`config.mk`:
```
export PLATFORM = sky130hd
export DESIGN_NAME = absolute_angle_unwrap_velocity
export DESIGN_NICKNAME = d
export VERILOG_FILES = /design/src/rtl/aauv_pkg.sv /design/src/rtl/absolute_angle_unwrap_velocity.sv /design/src/rtl/aauv_mul.sv /design/src/rtl/aauv_div.sv
export VERILOG_INCLUDE_DIRS = /design/src /design/src/rtl
export SDC_FILE = /design/constraint.sdc
export NUM_CORES = 2
export LEC_CHECK = 0
export BUFFER_PORTS_ARGS = -buffer_cell sky130_fd_sc_hd__buf_2
export CAP_MARGIN = 20
export CORE_UTILIZATION = 42
export DETAILED_ROUTE_END_ITERATION = 7
export PLACE_DENSITY = 0.64
export SKIP_CTS_REPAIR_TIMING = 1
export SLEW_MARGIN = 20
export SYNTH_ARGS = -nofsm -noshare
export SYNTH_HDL_FRONTEND = slang
export SYNTH_SLANG_ARGS = --single-unit
```
`constraint.sdc`:
```
create_clock -name clk -period 18.1 [get_ports clk]
set_input_delay 2.715 -clock clk [delete_from_list [all_inputs] [get_ports clk]]
set_output_delay 2.715 -clock clk [all_outputs]
set_load 0.01 [all_outputs]
```
`src/rtl/assert_macros.svh`:
```
// assertion macros used by the top-level rtl file
`ifndef ASSERT_MACROS_SVH
`define ASSERT_MACROS_SVH

// concurrent check on the rising edge of clk, held off during reset
`define AAUV_ASSERT(label, prop, msg) \
  label: assert property (@(posedge clk) disable iff (rst) prop) \
    else $error(msg);

// same, without the reset hold-off
`define AAUV_ASSERT_ALWAYS(label, prop, msg) \
  label: assert property (@(posedge clk) prop) else $error(msg);

`endif

```
`src/rtl/aauv_pkg.sv`:
```
// constants, types and state encoding for the angle unwrap and velocity block
package aauv_pkg;

  localparam int SENSOR_BITS = 12;
  localparam int RAW_W       = SENSOR_BITS;
  localparam int DELTA_W     = RAW_W + 1;
  localparam int TURN_W      = 32;
  localparam int ANGLE_W     = 32;
  localparam int TIME_W      = 32;
  localparam int VEL_W       = 16;
  localparam int FAULT_W     = 8;

  localparam logic [DELTA_W-1:0]        FULL_D = DELTA_W'(1 << RAW_W);
  localparam logic signed [DELTA_W-1:0] HALF_D = DELTA_W'(1 << (RAW_W - 1));

  // millidegrees per full turn, and the velocity scale folded with the divide by 100
  localparam int ANGLE_SCALE = 360000;
  localparam int VEL_SCALE   = 10000;
  localparam int MUL_B_W     = 19;

  // held angle before the 32-bit wrap, and its difference to the held value
  localparam int MDEG_W = TURN_W + MUL_B_W - SENSOR_BITS + 1;
  localparam int DIFF_W = MDEG_W + 1;
  localparam int P_W    = DIFF_W + MUL_B_W + 1;
  localparam int NUM_W  = DIFF_W + 13;

  localparam int DT_W       = 17;
  localparam int QUO_W      = 15;
  localparam int DT_MIN     = 500;
  localparam int DT_MAX     = 100000;
  localparam int VEL_LIMIT  = 32000;
  localparam int FAULT_LIM  = 10;
  localparam int FAULT_MAX  = 255;

  localparam logic REG_INVERT = 1'b0;

  typedef enum logic [3:0] {
    ST_IDLE,
    ST_UNWRAP,
    ST_ANGLE,
    ST_SCALE,
    ST_DIFF,
    ST_VMUL,
    ST_DSTART,
    ST_DIV,
    ST_FILTER,
    ST_EMIT
  } state_t;

  typedef struct packed {
    logic                     en;
    logic signed [DIFF_W-1:0] a;
    logic [MUL_B_W-1:0]       b;
  } mul_req_t;

  typedef struct packed {
    logic             start;
    logic [NUM_W-1:0] numer;
    logic [DT_W-1:0]  denom;
  } div_req_t;

  typedef struct packed {
    logic             done;
    logic [VEL_W-1:0] quo;
  } div_stat_t;

endpackage

```
`src/rtl/absolute_angle_unwrap_velocity.sv`:
```
// top level: multi-turn angle unwrap with filtered velocity, sequencer and register port
// Each transaction is one sensor sample or a set-centre command and gives one result.
// A set-centre command or a failed read goes from the unwrap step straight to the output.
// A good read goes on through the angle scaling and the angle difference, and when its time
// step lets the velocity update, through the 15-step shift-subtract divide of the scaled
// angle step by the time step. The divide is skipped when the quotient is already past the
// clamp. A new result waits in the sequencer while the previous result still
// waits in the output register. The angle and velocity scaling share one multiplier, used
// once for each. in_ready is high only while the sequencer is idle; the result sits in an
// output register, so a new sample can be accepted while the previous result still waits.
// The invert register is at byte address 0 and should only be written while no
// transaction is in flight.
`include "assert_macros.svh"

module absolute_angle_unwrap_velocity import aauv_pkg::*; (
  input  logic                    clk,
  input  logic                    rst,
  input  logic                    psel,
  input  logic                    penable,
  input  logic                    pwrite,
  input  logic [2:0]              paddr,
  input  logic [31:0]             pwdata,
  output logic [31:0]             prdata,
  output logic                    pready,
  input  logic                    in_valid,
  output logic                    in_ready,
  input  logic                    func,
  input  logic [RAW_W-1:0]        raw_angle,
  input  logic                    read_ok,
  input  logic [TIME_W-1:0]       now_us,
  output logic                    out_valid,
  input  logic                    out_ready,
  output logic signed [ANGLE_W-1:0] angle_mdeg,
  output logic signed [VEL_W-1:0]   velocity_ddeg_s,
  output logic                    healthy
);

  state_t state, state_next;

  logic                     invert;
  logic                     func_q;
  logic [RAW_W-1:0]         raw_q;
  logic                     ok_q;
  logic [TIME_W-1:0]        now_q;

  logic [RAW_W-1:0]         previous_raw;
  logic                     previous_valid;
  logic [TURN_W-1:0]        turn_count;
  logic [TURN_W-1:0]        centre_count;
  logic [FAULT_W-1:0]       fault_run;
  logic [TIME_W-1:0]        previous_time;
  logic [ANGLE_W-1:0]       held_angle;
  logic signed [VEL_W-1:0]  filtered_velocity;

  logic                     healthy_q;
  logic signed [MDEG_W-1:0] mdeg_q;
  logic signed [DIFF_W-1:0] diff_q;
  logic                     vel_upd;
  logic [DT_W-1:0]          dt_q;
  logic                     vneg;

  mul_req_t              mul_req;
  logic signed [P_W-1:0] prod;
  div_req_t              div_req;
  div_stat_t             div_stat;

  logic                     apb_write;
  logic signed [DELTA_W-1:0] delta_raw;
  logic signed [DELTA_W-1:0] delta;
  logic [FAULT_W-1:0]       fault_inc;
  logic [TURN_W-1:0]        rel;
  logic signed [P_W-1:0]    prod_adj;
  logic signed [P_W-1:0]    prod_shr;
  logic signed [MDEG_W-1:0] mdeg;
  logic [TIME_W-1:0]        dt;
  logic [P_W-1:0]           prod_mag;
  logic signed [VEL_W:0]    vel_new;
  logic signed [VEL_W+1:0]  err;
  logic signed [VEL_W+1:0]  err_adj;
  logic signed [VEL_W+1:0]  err_step;
  logic                     emit_free;

  aauv_mul u_mul (
    .clk  (clk),
    .req  (mul_req),
    .prod (prod)
  );

  aauv_div u_div (
    .clk  (clk),
    .rst  (rst),
    .req  (div_req),
    .stat (div_stat)
  );

  // register port
  assign pready    = 1'b1;
  assign apb_write = psel && penable && pwrite;
  assign prdata    = (paddr[2] == REG_INVERT) ? {31'd0, invert} : 32'd0;

  always_ff @(posedge clk) begin
    if (rst) begin
      invert <= 1'b0;
    end else if (apb_write && (paddr[2] == REG_INVERT)) begin
      invert <= pwdata[0];
    end
  end

  // unwrap across the zero seam
  always_comb begin
    delta_raw = $signed({1'b0, raw_q}) - $signed({1'b0, previous_raw});
    if (delta_raw > HALF_D) begin
      delta = delta_raw - $signed(FULL_D);
    end else if (delta_raw < -HALF_D) begin
      delta = delta_raw + $signed(FULL_D);
    end else begin
      delta = delta_raw;
    end
  end

  assign fault_inc = (fault_run == FAULT_W'(FAULT_MAX)) ? fault_run : fault_run + 8'd1;
  assign rel       = turn_count - centre_count;

  // millidegrees, truncated toward zero
  assign prod_adj = prod + ((prod < 0) ? P_W'((1 << SENSOR_BITS) - 1) : P_W'(0));
  assign prod_shr = prod_adj >>> SENSOR_BITS;
  assign mdeg     = invert ? -MDEG_W'(prod_shr) : MDEG_W'(prod_shr);

  assign dt       = now_q - previous_time;
  assign prod_mag = (prod < 0) ? P_W'(-prod) : P_W'(prod);

  // quarter-gain low-pass, step truncated toward zero
  assign vel_new  = vneg ? -$signed({1'b0, div_stat.quo}) : $signed({1'b0, div_stat.quo});
  assign err      = (VEL_W+2)'(vel_new) - (VEL_W+2)'(filtered_velocity);
  assign err_adj  = err + ((err < 0) ? (VEL_W+2)'(3) : (VEL_W+2)'(0));
  assign err_step = err_adj >>> 2;

  assign emit_free = !out_valid || out_ready;

  always_ff @(posedge clk) begin
    if (rst) begin
      state <= ST_IDLE;
    end else begin
      state <= state_next;
    end
  end

  always_comb begin
    state_next = state;
    case (state)
      ST_IDLE: begin
        if (in_valid) begin
          state_next = ST_UNWRAP;
        end
      end
      ST_UNWRAP: begin
        if (func_q || !ok_q) begin
          state_next = ST_EMIT;
        end else begin
          state_next = ST_ANGLE;
        end
      end
      ST_ANGLE:  state_next = ST_SCALE;
      ST_SCALE:  state_next = ST_DIFF;
      ST_DIFF: begin
        state_next = vel_upd ? ST_VMUL : ST_EMIT;
      end
      ST_VMUL:   state_next = ST_DSTART;
      ST_DSTART: state_next = ST_DIV;
      ST_DIV: begin
        if (div_stat.done) begin
          state_next = ST_FILTER;
        end
      end
      ST_FILTER: state_next = ST_EMIT;
      ST_EMIT: begin
        if (emit_free) begin
          state_next = ST_IDLE;
        end
      end
      default:   state_next = ST_IDLE;
    endcase
  end

  always_comb begin
    in_ready      = 1'b0;
    mul_req.en    = 1'b0;
    mul_req.a     = DIFF_W'($signed(rel));
    mul_req.b     = MUL_B_W'(ANGLE_SCALE);
    div_req.start = 1'b0;
    div_req.numer = NUM_W'(prod_mag);
    div_req.denom = dt_q;
    case (state)
      ST_IDLE:   in_ready = 1'b1;
      ST_ANGLE:  mul_req.en = 1'b1;
      ST_VMUL: begin
        mul_req.en = 1'b1;
        mul_req.a  = diff_q;
        mul_req.b  = MUL_B_W'(VEL_SCALE);
      end
      ST_DSTART: div_req.start = 1'b1;
      default: begin
      end
    endcase
  end

  // block state
  always_ff @(posedge clk) begin
    if (rst) begin
      previous_raw      <= '0;
      previous_valid    <= 1'b0;
      turn_count        <= '0;
      centre_count      <= '0;
      fault_run         <= '0;
      previous_time     <= '0;
      held_angle        <= '0;
      filtered_velocity <= '0;
    end else begin
      case (state)
        ST_UNWRAP: begin
          if (func_q) begin
            centre_count <= turn_count;
          end else if (!ok_q) begin
            fault_run <= fault_inc;
          end else begin
            fault_run      <= '0;
            previous_raw   <= raw_q;
            previous_valid <= 1'b1;
            if (previous_valid) begin
              turn_count <= turn_count + TURN_W'(delta);
            end
          end
        end
        ST_DIFF: begin
          held_angle    <= mdeg_q[ANGLE_W-1:0];
          previous_time <= now_q;
        end
        ST_FILTER: begin
          filtered_velocity <= filtered_velocity + VEL_W'(err_step);
        end
        default: begin
        end
      endcase
    end
  end

  // working registers
  always_ff @(posedge clk) begin
    if (in_valid && in_ready) begin
      func_q <= func;
      raw_q  <= raw_angle;
      ok_q   <= read_ok;
      now_q  <= now_us;
    end
    case (state)
      ST_UNWRAP: begin
        if (func_q) begin
          healthy_q <= fault_run < FAULT_W'(FAULT_LIM);
        end else if (!ok_q) begin
          healthy_q <= fault_inc < FAULT_W'(FAULT_LIM);
        end else begin
          healthy_q <= 1'b1;
        end
      end
      ST_SCALE: begin
        mdeg_q  <= mdeg;
        vel_upd <= (previous_time != '0) && (dt >= TIME_W'(DT_MIN)) &&
                   (dt < TIME_W'(DT_MAX));
        dt_q    <= dt[DT_W-1:0];
      end
      ST_DIFF: begin
        diff_q <= DIFF_W'(mdeg_q) - DIFF_W'($signed(held_angle));
      end
      ST_DSTART: begin
        vneg <= prod < 0;
      end
      default: begin
      end
    endcase
  end

  // output register
  always_ff @(posedge clk) begin
    if (rst) begin
      out_valid <= 1'b0;
    end else if (state == ST_EMIT && emit_free) begin
      out_valid <= 1'b1;
    end else if (out_ready) begin
      out_valid <= 1'b0;
    end
  end

  always_ff @(posedge clk) begin
    if (state == ST_EMIT && emit_free) begin
      angle_mdeg      <= $signed(held_angle);
      velocity_ddeg_s <= filtered_velocity;
      healthy         <= healthy_q;
    end
  end

  `AAUV_ASSERT(a_busy_after_accept, (in_valid && in_ready) |=> !in_ready, "accepted while busy")
  `AAUV_ASSERT(a_vel_range, out_valid |-> ((velocity_ddeg_s <= 16'sd32000) && (velocity_ddeg_s >= -16'sd32000)), "velocity out of range")
  `AAUV_ASSERT(a_fault_cleared, (state == ST_ANGLE) |-> (fault_run == '0), "fault run not cleared on good read")
  `AAUV_ASSERT(a_div_done_state, div_stat.done |-> (state == ST_DIV), "divider finished outside divide step")

endmodule

```
`src/rtl/aauv_mul.sv`:
```
// shared signed multiplier with a registered product
module aauv_mul import aauv_pkg::*; (
  input  logic                  clk,
  input  mul_req_t              req,
  output logic signed [P_W-1:0] prod
);

  logic signed [P_W-1:0] op_a;
  logic signed [P_W-1:0] op_b;

  assign op_a = P_W'(req.a);
  assign op_b = P_W'($signed({1'b0, req.b}));

  always_ff @(posedge clk) begin
    if (req.en) begin
      prod <= op_a * op_b;
    end
  end

endmodule

```
`src/rtl/aauv_div.sv`:
```
// shift-subtract divider, one quotient bit per cycle, saturating at the velocity limit
module aauv_div import aauv_pkg::*; (
  input  logic      clk,
  input  logic      rst,
  input  div_req_t  req,
  output div_stat_t stat
);

  logic              busy;
  logic              done;
  logic              sat;
  logic [3:0]        cnt;
  logic [DT_W-1:0]   rem;
  logic [DT_W-1:0]   denom;
  logic [QUO_W-1:0]  low;
  logic [QUO_W-1:0]  quo;
  logic              ovf;
  logic [DT_W:0]     rem_sh;
  logic              ge;

  // quotient of 2^15 or more is past the clamp anyway
  assign ovf    = req.numer[NUM_W-1:QUO_W] >= (NUM_W - QUO_W)'(req.denom);
  assign rem_sh = {rem, low[QUO_W-1]};
  assign ge     = rem_sh >= {1'b0, denom};

  always_ff @(posedge clk) begin
    if (rst) begin
      busy <= 1'b0;
      done <= 1'b0;
    end else begin
      done <= 1'b0;
      if (req.start) begin
        busy <= !ovf;
        done <= ovf;
      end else if (busy) begin
        if (cnt == 4'd1) begin
          busy <= 1'b0;
          done <= 1'b1;
        end
      end
    end
  end

  always_ff @(posedge clk) begin
    if (req.start) begin
      sat   <= ovf;
      cnt   <= 4'(QUO_W);
      denom <= req.denom;
      rem   <= req.numer[QUO_W +: DT_W];
      low   <= req.numer[QUO_W-1:0];
      quo   <= '0;
    end else if (busy) begin
      cnt <= cnt - 4'd1;
      rem <= ge ? DT_W'(rem_sh - {1'b0, denom}) : rem_sh[DT_W-1:0];
      low <= {low[QUO_W-2:0], 1'b0};
      quo <= {quo[QUO_W-2:0], ge};
    end
  end

  always_comb begin
    stat.done = done;
    if (sat || (VEL_W'(quo) > VEL_W'(VEL_LIMIT))) begin
      stat.quo = VEL_W'(VEL_LIMIT);
    end else begin
      stat.quo = VEL_W'(quo);
    end
  end

endmodule

```
==> impl_metrics.sql <==
INSERT INTO impl_metrics (metric_group, metric, value, unit) VALUES
('run_status', 'outcome', 'complete, no violations', ''),
('clock_tree', 'post_cts_clock_slew_at_the_launch_and_capture_registers_of_the_worst_setup_and_hold_paths', '60', 'ps'),
('floorplanning', 'io-pin-count', '172', ''),
('clock_tree', 'cts-root-to-sink-buffers', '3', ''),
('clock_tree', 'number_of_buffers_inserted_during_clock_tree_synthesis', '57', ''),
('synth', 'ys_ff_latch', '485', ''),
('synth', 'synth_flop_cell', 'sky130_fd_sc_hd__edfxtp_1', ''),
('synth', 'post_synth_fa_ha_maj_area_fraction', '0.296', ''),
('pwr', 'leakage', '22.1', 'nW'),
('timing', 'rsz_0062_raised_after_global_routing', 'no', ''),
('placed_design', 'dpl.cell_count', '6303', ''),
('grt', 'first_global_vias', '33500', ''),
('floorplanning', 'die_area', '110000', 'um^2'),
('synth', 'proportion_of_synthesized_area_in_mux_cells', '0.00600', ''),
('synth', 'synth.avg_cell_area', '9.25', 'um^2'),
('grt', 'global_route_congestion_overflow_total', '0', ''),
('routing', 'wl_per_cell', '17.7', 'um'),
('clock_tree', 'cts_tree', 'yes', ''),
('floorplanning', 'die_height', '331', 'um'),
('job', 'max_cap_viol_count', '0', ''),
('floorplanning', 'initial_core_util', '0.424', ''),
('placed_design', 'numPortBuffers', '106', ''),
('clock_tree', 'clock_sinks', '485', ''),
('final_layout', 'post-route-util', '0.460', ''),
('worst_setup_path', 'critical_path_class', 'reg -> reg', ''),
('routing', 'drt-initial-drc-count', '2342', ''),
('worst_hold_path', 'worst_hold_path_type', 'reg -> reg', ''),
('routing', 'totalWireLength', '113000', 'um'),
('timing', 'final_hold_violating_endpoints', '0', ''),
('routing', 'drt_pre_antenna_iters', '5', ''),
('final_layout', 'antenna-diode-count', '0', ''),
('worst_setup_path', 'end_kind', 'flop', ''),
('worst_setup_path', 'critPathRequiredTime', '18470', 'ps'),
('grt', 'grt_use_total', '0.211', ''),
('timing', 'timing.final.ws_setup', '7490', 'ps'),
('clock_tree', 'htree_num_levels', '2', ''),
('pwr', 'vdd.ir_drop.worst', '0.0955', 'mV'),
('placed_design', 'gp_congestion', '0.912', ''),
('synth', 'synth-simple-area-share', '0.140', ''),
('worst_setup_path', 'worst_setup_path_start_kind', 'flop', ''),
('grt', 'number_of_antenna_violations_at_the_first_check_in_global_routing', '1', ''),
('timing', 'finClkSkew', '28.6', 'ps'),
('synth', 'synth_async_sr_flop_share', '0', ''),
('synth', 'yosysSeqAreaShare', '0.278', ''),
('placed_design', 'dp.final_hpwl', '89900', 'um'),
('timing', 'timing.setup.tns', '0', 'ps'),
('floorplanning', 'core_box_area', '107000', 'um^2'),
('final_layout', 'mostFrequentLayoutCells', 'sky130_fd_sc_hd__inv_1 (606), sky130_fd_sc_hd__nand2_1 (569), sky130_fd_sc_hd__ha_1 (467)', ''),
('floorplanning', 'rows', '120', ''),
('clock_tree', 'clock_root_buffer', 'sky130_fd_sc_hd__clkbuf_16', ''),
('synth', 'syn-cell-area', '45500', 'um^2'),
('timing', 'min_period', '10610', 'ps'),
('worst_setup_path', 'critPathTopFamily', 'compound AO/OA/AOI/OAI gates', ''),
('worst_setup_path', 'crit_arrival', '10980', 'ps'),
('final_layout', 'fillCellCount', '10400', ''),
('grt', 'grt_max_degree', '107', ''),
('final_layout', 'most_common_cell_after_layout_fill_and_taps_aside', 'sky130_fd_sc_hd__inv_1', ''),
('timing', 'tightest_slew', '1110', 'ps'),
('routing', 'post-route-drc-count', '0', ''),
('synth', 'synth.lib_cells_used.distinct', '94', ''),
('final_layout', 'synthToLayoutAreaGrowth', '8.34', '%'),
('synth', 'synthesis.instances', '4915', ''),
('routing', 'vias', '34600', ''),
('timing', 'worst_slew_margin_rel', '0.250', ''),
('synth', 'synth-edff-count', '293', ''),
('timing', 'maxSlewViolCount', '0', ''),
('grt', 'grt_pass1_wl', '183000', 'um'),
('final_layout', 'layoutNonFillerInstCount', '6410', ''),
('timing', 'hold_slack', '429', 'ps'),
('timing', 'setup_viol_count_final', '0', ''),
('routing', 'routed_via_density', '5.40', '');
[power by group]
group / switching [W] / internal [W]
Combinational: 0.00139 / 0.000966
Clock: 0.000509 / 0.000679
Sequential: 0.0000474 / 0.00127
Total: 0.00195 / 0.00292
[worst register-to-register path: cells and delay by family (launching register included)]
| family | cells | cell delay [ps] |
|---|---|---|
| fa+ha+maj | 9 | 4020 |
| simple gates | 2 | 600 |
| xor+xnor | 3 | 550 |
| flops | 1 | 340 |
| buf+inv | 4 | 710 |
| compound gates | 16 | 4090 |
[registers in the layout, indices dropped and copies added, names as in the netlist, 16 cells and up]
name / flops
angle_mdeg: 32
u_div.rem: 17
held_angle: 32
filtered_velocity: 16
previous_time: 32
turn_count: 32
diff_q: 41
now_q: 32
centre_count: 32
u_mul.prod: 51
velocity_ddeg_s: 16
dt_q: 17
u_div.denom: 17
mdeg_q: 40
[layer usage]
metal / share of wire / GRT usage / vias to the layer above / wire (um)
met2: 0.47 / 0.350 / 744 / 53600
met3: 0.045 / 0.0248 / 153 / 5120
met4: 0.028 / 0.0570 / 0 / 3150
met5: 0 / 0 / - / 0
li1: - / - / 16900 / -
met1: 0.45 / 0.290 / 16800 / 51600
[cells in the mapped netlist, types with 21 or more instances]
library cell,number,area share
sky130_fd_sc_hd__inv_1,607,0.050
sky130_fd_sc_hd__nand2_1,570,0.047
sky130_fd_sc_hd__ha_1,467,0.13
sky130_fd_sc_hd__a21oi_1,413,0.045
sky130_fd_sc_hd__fa_1,381,0.17
sky130_fd_sc_hd__nor2_1,300,0.025
sky130_fd_sc_hd__edfxtp_1,293,0.19
sky130_fd_sc_hd__xnor2_1,214,0.041
sky130_fd_sc_hd__dfxtp_1,192,0.085
sky130_fd_sc_hd__o21ai_0,172,0.019
sky130_fd_sc_hd__clkbuf_1,131,0.011
sky130_fd_sc_hd__a21o_1,110,0.018
sky130_fd_sc_hd__xor2_1,103,0.020
sky130_fd_sc_hd__nor3_1,71,0.0078
sky130_fd_sc_hd__nand3_1,68,0.0075
sky130_fd_sc_hd__nand2b_1,53,0.0073
sky130_fd_sc_hd__nor2b_1,50,0.0069
sky130_fd_sc_hd__o21a_1,47,0.0078
sky130_fd_sc_hd__a211oi_1,40,0.0066
sky130_fd_sc_hd__o21bai_1,39,0.0064
sky130_fd_sc_hd__and2_1,36,0.0050
sky130_fd_sc_hd__buf_4,35,0.0058
sky130_fd_sc_hd__nand4_1,34,0.0047
sky130_fd_sc_hd__nor4_1,34,0.0047
sky130_fd_sc_hd__a31oi_1,33,0.0045
sky130_fd_sc_hd__and3_1,33,0.0045
sky130_fd_sc_hd__o31ai_1,26,0.0043
sky130_fd_sc_hd__mux2i_1,25,0.0055
sky130_fd_sc_hd__or3_1,25,0.0034
sky130_fd_sc_hd__o31a_1,23,0.0044
sky130_fd_sc_hd__o211ai_1,22,0.0036
sky130_fd_sc_hd__or2_2,21,0.0029
[per-stage QoR]
stage               power [W]  instance area [um^2]
finish                0.00486                 49300
global route          0.00530                 49300
CTS                   0.00492                 49200
detailed placement    0.00369                 47300
global placement      0.00368                 47300
floorplan             0.00317                 45600
[area by class of cell]
| class | count | area (um^2) | share of cell area |
|---|---|---|---|
| Multi-Input combinational cell | 3676 | 29900 | 0.607 |
| Tap cell | 1403 | 1760 | 0.0356 |
| Sequential cell | 485 | 12600 | 0.257 |
| Clock inverter | 30 | 307 | 0.00622 |
| Timing Repair Buffer | 130 | 717 | 0.0146 |
| Clock buffer | 77 | 1630 | 0.0330 |
| Inverter | 609 | 2290 | 0.0465 |
[final timing paths]
| path | endpoint | slack, ps | cells after the start | startpoint |
|---|---|---|---|---|
| setup / recovery | u_mul.prod[60] | 7490 | 34 | centre_count[16] |
| hold / removal | healthy | 430 | 0 | healthy_q |
| setup reg to reg | u_mul.prod[60] | 7490 | 34 | centre_count[16] |
| hold reg to reg | healthy | 430 | 0 | healthy_q |
[kinds of logic after synthesis]
family,after synthesis
fa+ha+maj,848
compound gates,1079
mux,27
simple gates,1361
other cells,2
flops,485
buf+inv,796
xor+xnor,317
No activity file was read; power rests on OpenSTA's default activity.
